### src/rtl/core/crts_pkg.sv
// ----------------------------------------------------------------------------
// crts_pkg
// types, codes and the name compare shared by the record table search core
// ----------------------------------------------------------------------------
package crts_pkg;

    localparam int CAPACITY_DEF = 64;
    localparam int POS_W        = 7;
    localparam int INPOS_W      = 8;

    localparam logic [1:0] ACT_ADD     = 2'd0;
    localparam logic [1:0] ACT_REMOVE  = 2'd1;
    localparam logic [1:0] ACT_SEARCH  = 2'd2;
    localparam logic [1:0] ACT_DISPLAY = 2'd3;

    localparam logic [2:0] ST_DONE     = 3'd0;
    localparam logic [2:0] ST_FULL     = 3'd1;
    localparam logic [2:0] ST_EMPTY    = 3'd2;
    localparam logic [2:0] ST_BADIDX   = 3'd3;
    localparam logic [2:0] ST_REC      = 3'd4;
    localparam logic [2:0] ST_NOTFOUND = 3'd5;

    typedef struct packed {
        logic [63:0] name_head;
        logic [7:0]  name_tail;
        logic [63:0] surname_head;
        logic [7:0]  surname_tail;
        logic [63:0] phone_head;
        logic [7:0]  phone_tail;
    } t_rec;

    // per-cycle command broadcast to every cell
    typedef struct packed {
        logic               rotate;
        logic               remove;
        logic               add;
        logic [INPOS_W-1:0] pos;
    } t_cell_ctl;

    // string compare that stops at the first zero byte of the stored name
    function automatic logic names_equal(input logic [63:0] a_head, input logic [7:0] a_tail,
                                         input logic [63:0] b_head, input logic [7:0] b_tail);
        logic       eq;
        logic       stop;
        logic [7:0] a;
        logic [7:0] b;
        eq   = 1'b1;
        stop = 1'b0;
        for (int j = 0; j < 9; j++) begin
            if (j < 8) begin
                a = a_head[63-8*j -: 8];
                b = b_head[63-8*j -: 8];
            end else begin
                a = a_tail;
                b = b_tail;
            end
            if (!stop) begin
                if (a != b) begin
                    eq   = 1'b0;
                    stop = 1'b1;
                end else if (a == 8'd0) begin
                    stop = 1'b1;
                end
            end
        end
        return eq;
    endfunction

endpackage

### src/rtl/core/crts_cell.sv
// ----------------------------------------------------------------------------
// crts_cell
// one table slot: loads a new record, takes its right neighbor on a shift
// ----------------------------------------------------------------------------
module crts_cell #(
    parameter int CNT_W = 7,
    parameter int IDX   = 0
) (
    input  logic                 i_clk,
    input  crts_pkg::t_cell_ctl  i_ctl,
    input  logic [CNT_W-1:0]     i_cnt,
    input  crts_pkg::t_rec       i_load,
    input  crts_pkg::t_rec       i_nb,
    output crts_pkg::t_rec       o_rec
);
    import crts_pkg::*;

    localparam logic [CNT_W-1:0]   MY_IDX = CNT_W'(IDX);
    localparam logic [INPOS_W-1:0] SLOT   = INPOS_W'(IDX + 1);

    t_rec r_rec;

    // remove closes the gap: slots at or after the deleted one pull from the right
    always_ff @(posedge i_clk) begin
        if (i_ctl.add && (i_cnt == MY_IDX)) begin
            r_rec <= i_load;
        end else if (i_ctl.rotate || (i_ctl.remove && (SLOT >= i_ctl.pos))) begin
            r_rec <= i_nb;
        end
    end

    assign o_rec = r_rec;

endmodule

### config.mk
export PLATFORM = sky130hd
export DESIGN_NAME = crts_cell
export DESIGN_NICKNAME = d
export VERILOG_FILES = /design/src/rtl/core/crts_pkg.sv /design/src/rtl/core/crts_cell.sv
export SDC_FILE = /design/constraint.sdc
export NUM_CORES = 1
export LEC_CHECK = 0
export BUFFER_PORTS_ARGS = -buffer_cell sky130_fd_sc_hd__buf_2
export CAP_MARGIN = 20
export CELL_PAD_IN_SITES_DETAIL_PLACEMENT = 1
export CELL_PAD_IN_SITES_GLOBAL_PLACEMENT = 1
export CORE_AREA = 2 2 262 264
export CTS_CLUSTER_DIAMETER = 80
export DETAILED_ROUTE_END_ITERATION = 16
export DIE_AREA = 0 0 264 266
export GPL_TIMING_DRIVEN = 1
export PLACE_DENSITY = 0.51
export SLEW_MARGIN = 10
export SYNTH_ARGS = -nofsm -noshare
export SYNTH_HDL_FRONTEND = slang
export SYNTH_SLANG_ARGS = --single-unit
### constraint.sdc
create_clock -name i_clk -period 6.88 [get_ports i_clk]
set_clock_uncertainty 0.15 [all_clocks]
set_input_delay 0.344 -clock i_clk [delete_from_list [all_inputs] [get_ports i_clk]]
set_output_delay 0.344 -clock i_clk [all_outputs]
set_load 0.03 [all_outputs]
==> flow_summary.yaml, run 1 <==
logic_synthesis:
  ys_seq_area_share_pct: 70.6
  yosys.area.top_type: "edfxtp_1"
  syn_area_per_cell_um2: 19.9
  synth_nets: 913
  ys_warn_count: 0
  synth.cell_area_um2: 9190
  synthTopCellsByArea: "edfxtp_1 71%, mux2_1 16%, mux2_2 11%, buf_6 1.8%, buf_2 0.44%"
  synth_seq_cells: 216
  synth_cells: 462
  synth.top_cell.area_share_pct: 70.6
  synth_cell_types: 12
floorplan:
  io_pins: 667
  placementRows: 96
  die_x_um: 264
  initial_core_util_pct: 13.6
  die_y_um: 266
place:
  port_buffers: 665
  gp_congestion: 0.820
  dp_hpwl_um: 27600
status:
  status: "did not finish"
  haltStage: "4_1_cts"
  error: "[ERROR RSZ-0060] Max buffer count reached."
clock_tree:
  cts-root-buf: "clkbuf_16"
  cts-resized-gates: 0
  cts_max_level: 1
  post_cts_buffers: 0
  clock_path_buffers: 3
  numClockSinks: 216
  numCtsBuffers: 29
  postCtsHoldBufs: 409
## synthesized netlist by cell type, drive strengths merged
library cell,n
edfxtp,216
mux2,216
nor4,2
nor4b,2
buf,23
a21oi,1
nand2,2
## metrics by stage
step                      utilization [%]  setup WS (ns)  std cells  area, um2
after floorplan                         -          0.451        462       9190
after global placement               19.9           3.38       1991      13500
after detailed placement             19.9           3.35       1991      13500
## cells by family after synthesis
| logic type | share of synthesized area [%] |
|---|---|
| compound gates | 0.0544 |
| mux | 26.5 |
| flops | 70.6 |
| simple gates | 0.572 |
| buf+inv | 2.27 |
==> run 2: changes to the inputs <==
CELL_PAD_IN_SITES_DETAIL_PLACEMENT = not set   (was 1)
CELL_PAD_IN_SITES_GLOBAL_PLACEMENT = not set   (was 1)
CORE_AREA = 2 2 259 261   (was 2 2 262 264)
CTS_CLUSTER_DIAMETER = not set   (was 80)
DIE_AREA = 0 0 261 263   (was 0 0 264 266)
PLACE_DENSITY = not set   (was 0.51)
PLACE_DENSITY_LB_ADDON = 0.15   (was not set)
clock period = 8.9 ns   (was 6.88 ns; I/O delays follow)
==> flow_summary.yaml, run 2 <==
route:
  routed_wl_um: 37000
  drc_errors: 0
  drt-pass1-iter-count: 4
  wl_per_cell_um: 15.6
  num_vias: 8157
  drt_iter0_drc: 278
  antenna_left: 0
  via_per_inst: 3.44
logic_synthesis:
  synth.cell_area_um2: 9190
  synth_edf_count: 216
  synth.top_cell.area_share_pct: 70.6
  synth_seq_cells: 216
  synth_xor_area_share_pct: 0
  synth_cell_types: 12
  ys_warn_count: 0
  syn_area_per_cell_um2: 19.9
  synth-simple-area-share_pct: 0.572
  ys_seq_area_share_pct: 70.6
  synthAdderAreaFrac_pct: 0
  yosys.area.top_type: "edfxtp_1"
  synth_flop_cell: "edfxtp_1"
  synthArstFlopShare_pct: 0
  synthTopCellsByArea: "edfxtp_1 71%, mux2_1 16%, mux2_2 11%, buf_6 1.8%, buf_2 0.44%"
  synth_cells: 462
  synth_top_family_by_area: "multiplexers"
  muxShareOfSynthArea_pct: 26.5
  synth_compound_area_share_pct: 0.0545
  synth_nets: 913
  synthTopCellsByCount: "216 x edfxtp_1, 129 x mux2_1, 87 x mux2_2, 15 x buf_6, 8 x buf_2"
  synth_most_common_cell: "edfxtp_1"
finish:
  multi_input_area_um2: 2510
  post-route-util_pct: 27.1
  seqCellArea_um2: 6490
  drive_above_1_share_pct: 52.6
  fillers: 6919
  area_growth_pct: 93.5
  largest_reg_flops: 216
  finalNetCount: 1941
  final_cell_mix: "665 x buf_2, 351 x dlygate4sd3_1, 216 x edfxtp_1, 129 x mux2_1, 87 x mux2_2"
  mostFrequentLayoutCell: "buf_2"
timing:
  relSlewSlack_pct: 43.0
  rsz0062_at_grt: "false"
  fin_ws_ns: 5.43
  fmax_mhz: 288
  tightest_slew_ns: 0.856
  setup_viol: 0
  finalHoldViolations: 0
  slew_viol_final: 0
  setup_tns_ns: 0
  fin_crit_ns: 3.47
  fin_crit_sh_pct: 39.0
global_routing:
  use_met3_pct: 2.83
  antenna_found_initial: 3
  globalRoute.totalOverflow: 0
  grt_usage_pct: 10.2
  met1_usage_pct: 9.69
  met2_usage_pct: 20.8
  grt_pass1_wl_um: 53500
  grt_max_degree: 105
  grt_pass1_vias: 9136
  grt_busiest_layer: "met2"
place:
  port_buffers: 665
  dp_hpwl_um: 26800
  dp_slack_ns: 5.07
  gp_congestion: 0.784
floorplan:
  die-area_um2: 68600
  io_pins: 667
  die_x_um: 261
  die_y_um: 263
  placementRows: 94
  core_region_area_um2: 65600
  initial_core_util_pct: 14.0
pwr:
  power_leakage_nw: 7.53
  seqPwrFrac_pct: 43.7
  p_per_area_nw_per_um2: 159
  swShare_pct: 27.2
  p_int_w: 0.00206
  p_comb_share_pct: 19.7
  vdd_drop_max_mv: 0.128
  power.switching_w: 0.000771
  pwr-share-clk_pct: 36.7
worst_setup_path:
  critPathMaxFanout: 58
  end_kind: "register"
  path_class: "in -> reg"
  arrival_ns: 3.62
  cp.required_ns: 9.05
  start_kind: "input pin"
clock_tree:
  post_cts_buffers: 0
  cts_tree: "done"
  cts_max_level: 1
  cts-root-buf: "clkbuf_16"
  cts-resized-gates: 0
  postCtsHoldBufs: 351
  numClockSinks: 216
  clock_path_buffers: 3
  numCtsBuffers: 28
  clk_pin_slew_ns: 0.06
status:
  status: "finished, final reports clean"
hold_path:
  hp-class: "in -> reg"
flow_run:
  maxCapViolCount: 0
-- run 2: cell counts after synthesis --
Identical to the previous run, type by type.
-- run 2: final timing paths --
check / startpoint / end / slack (ns) / depth (start not counted)
worst max-delay path: i_ctl[8] / o_rec[117] / 5.43 / 7
worst min-delay path: i_nb[135] / o_rec[135] / 0.04 / 2
-- run 2: metal layers --
layer	vias to the layer above	share of wire (%)
li1	3889	-
met2	376	56
met3	37	8.0
met5	-	0.035
met4	2	2.5
met1	3853	34
-- run 2: cell families (layout without fill, tap and decap cells) --
logic type / after synthesis / count (layout)
multiplexers: 216 / 216
flip-flops: 216 / 216
buffers and inverters: 23 / 1069
AND/OR/NAND/NOR: 6 / 6
AO/OA/AOI/OAI: 1 / 1
other: 0 / 1
-- run 2: metrics by stage --
step,hold slack [ns],instances,total power (W),area [um2]
finish,0.0423,2373,0.00283,17800
global route,0.0110,2373,0.00295,17800
CTS,0.0000953,2372,0.00290,17800
detailed placement,0.579,1973,0.00170,13500
global placement,0.578,1973,0.00170,13500
floorplan,0.496,462,0.00150,9190
-- run 2: area by class of cell --
class                           count  share of cell area, %
Tap cell                          864                   6.08
Clock inverter                     10                  0.246
Clock buffer                       38                   4.27
Antenna cell                        1                 0.0141
Sequential cell                   216                   36.5
Timing Repair Buffer             1021                   38.8
Multi-Input combinational cell    223                   14.1
-- run 2: power by group through the flow --
stage	combinational, W	clock [W]	sequential, W
6_report	0.000557	0.00104	0.00124
5_1_grt	0.000594	0.00111	0.00124
4_1_cts	0.000564	0.00110	0.00124
3_5_place_dp	0.000440	0	0.00126
3_3_place_gp	0.000443	0	0.00126
2_1_floorplan	0.0000554	0	0.00144
-- run 2: critical path: stages --
cell           delay (ns)
buf_2                0.12
nor4b_2              0.19
nand2_8              0.31
buf_4                0.70
buf_4                0.71
mux2_1               0.38
dlygate4sd3_1        0.56
Note: power is estimated with default switching activity, not from simulation.
==> run 3: changes to the inputs <==
ABC_AREA = 1   (was not set)
CORE_AREA = 2 2 258 260   (was 2 2 259 261)
DIE_AREA = 0 0 260 262   (was 0 0 261 263)
clock period = 3.5 ns   (was 8.9 ns; I/O delays follow)
==> flow_summary.yaml, run 3 <==
status:
  status: "finished, final reports clean"
pwr:
  pwr-share-clk_pct: 36.5
  power.switching_w: 0.00207
  p_per_area_nw_per_um2: 389
  vdd_drop_max_mv: 0.280
  seqPwrFrac_pct: 42.3
  swShare_pct: 27.8
  p_int_w: 0.00536
  p_comb_share_pct: 21.2
  power_leakage_nw: 8.93
logic_synthesis:
  synthArstFlopShare_pct: 0
  ys_warn_count: 0
  synth_cells: 963
  synthTopCellsByCount: "441 x nand2_1, 217 x nand3_1, 216 x edfxtp_1, 48 x buf_2, 20 x clkbuf_1"
  synth_nets: 1414
  yosys.area.top_type: "edfxtp_1"
  synth_most_common_cell: "nand2_1"
  synth.cell_area_um2: 9640
  synth_seq_cells: 216
  syn_area_per_cell_um2: 10.0
  synth_edf_count: 216
  ys_seq_area_share_pct: 67.3
  synth.top_cell.area_share_pct: 67.3
  synth_flop_cell: "edfxtp_1"
  synthTopCellsByArea: "edfxtp_1 67%, nand2_1 17%, nand3_1 11%, buf_2 2.5%, clkbuf_1 0.78%"
  synth_cell_types: 11
finish:
  drive_above_1_share_pct: 35.2
  final_cell_area_um2: 19100
  area_growth_pct: 98.3
  mostFrequentLayoutCell: "buf_2"
  finalNetCount: 2487
  largest_reg_flops: 216
  final_cell_mix: "665 x buf_2, 441 x nand2_1, 432 x dlygate4sd3_1, 216 x nand3_1, 216 x edfxtp_1"
clock_tree:
  cts-resized-gates: 0
  cts-root-buf: "clkbuf_16"
  numCtsBuffers: 29
  numClockSinks: 216
  post_cts_buffers: 0
  clk_pin_slew_ns: 0.06
  cts_max_level: 1
  cts_tree: "done"
  clock_path_buffers: 3
timing:
  fin_crit_ns: 2.31
  slew_viol_final: 0
  relSlewSlack_pct: 34.8
  finalHoldViolations: 0
  rsz0062_at_grt: "false"
  setup_viol: 0
  fmax_mhz: 433
  fin_hold_ws_ns: 0.136
  tightest_slew_ns: 0.978
  fin_crit_sh_pct: 66.0
  setup_tns_ns: 0
worst_setup_path:
  cp.required_ns: 3.76
  end_kind: "register"
  start_kind: "input pin"
  critPathMaxFanout: 53
  path_class: "in -> reg"
  crit_path_start: "i_cnt[6]"
  crit_path_end: "o_rec[14]"
  arrival_ns: 2.57
hold_path:
  hp-class: "in -> reg"
  min_path_cells: 3
  worstHoldStart: "i_ctl[10]"
route:
  drc_errors: 0
  drt_iter0_drc: 343
  num_vias: 11000
  wl_per_cell_um: 15.2
  drt-pass1-iter-count: 5
  antenna_left: 0
  via_per_inst: 3.77
  routed_wl_um: 44400
flow_run:
  maxCapViolCount: 0
global_routing:
  grt_usage_pct: 12.0
  globalRoute.totalOverflow: 0
  grt_pass1_vias: 11300
  grt_max_degree: 126
  antenna_found_initial: 11
  grt_pass1_wl_um: 63800
floorplan:
  placementRows: 94
  die_x_um: 260
  initial_core_util_pct: 14.8
  die_y_um: 262
  io_pins: 667
  core_region_area_um2: 65300
  die-area_um2: 68100
place:
  gp_congestion: 0.863
  port_buffers: 665
  place_area_um2: 13900
  dp_hpwl_um: 31300
run 3: power groups by stage:
stage	Sequential (W)	Clock (W)	Combinational, W
after floorplan	0.00365	0	0.000180
after global routing	0.00316	0.00292	0.00169
after global placement	0.00319	0	0.00122
final	0.00314	0.00271	0.00158
after detailed placement	0.00320	0	0.00121
after CTS	0.00315	0.00285	0.00159
run 3: worst min-delay path by stage:
stage	endpoint	slack (ns)
CTS	o_rec[31]	0.15
global route	o_rec[35]	0.19
finish	o_rec[210]	0.14
floorplan	o_rec[0]	0.20
global placement	o_rec[113]	0.29
detailed placement	o_rec[118]	0.29
run 3: final cells by class:
cell class | count | area [um2]
Antenna cell | 5 | 12.5
Clock buffer | 35 | 748
Clock inverter | 13 | 92.6
Fill cell | 6985 | 46100
Inverter | 15 | 56.3
Multi-Input combinational cell | 663 | 2800
Sequential cell | 216 | 6490
Tap cell | 864 | 1080
Timing Repair Buffer | 1111 | 7850
run 3: per-layer routing:
layer / routed length (um) / up-vias / track usage (%)
met5: 47 / - / 0
met4: 1610 / 8 / 4.92
met3: 3120 / 91 / 2.84
met2: 23100 / 396 / 22.5
met1: 16500 / 5115 / 13.0
li1: - / 5418 / -
run 3: timing repair:
item | 4_1_cts | 5_1_grt
endpoints found under the setup margin | 0 | 0
hold endpoints to repair | 216 | 0
hold buffers | 432 | 0
run 3: metrics by stage:
step | instances | total power, W | setup slack, ns | util, %
3_5_place_dp | 2437 | 0.00441 | 1.01 | 21.4
6_report | 2922 | 0.00743 | 1.19 | 29.3
4_1_cts | 2917 | 0.00759 | 1.20 | 29.3
3_3_place_gp | 2437 | 0.00441 | 1.00 | 21.4
2_1_floorplan | 963 | 0.00383 | 0.0445 | -
5_1_grt | 2922 | 0.00777 | 1.02 | 29.3
run 3: kinds of logic after synthesis:
| logic type | Yosys count | synth area share, % |
|---|---|---|
| DFF | 216 | 67.3 |
| and+or+nand+nor | 663 | 28.8 |
| buffers and inverters | 84 | 3.93 |
run 3: critical path, cell delays in order:
cell and delay (ns):
buf_2 0.10, inv_2 0.03, nand2_1 0.08, nor2_4 0.23, buf_4 0.45, buf_4 0.58, nand3_1 0.13, nand2_1 0.11
dlygate4sd3_1 0.58
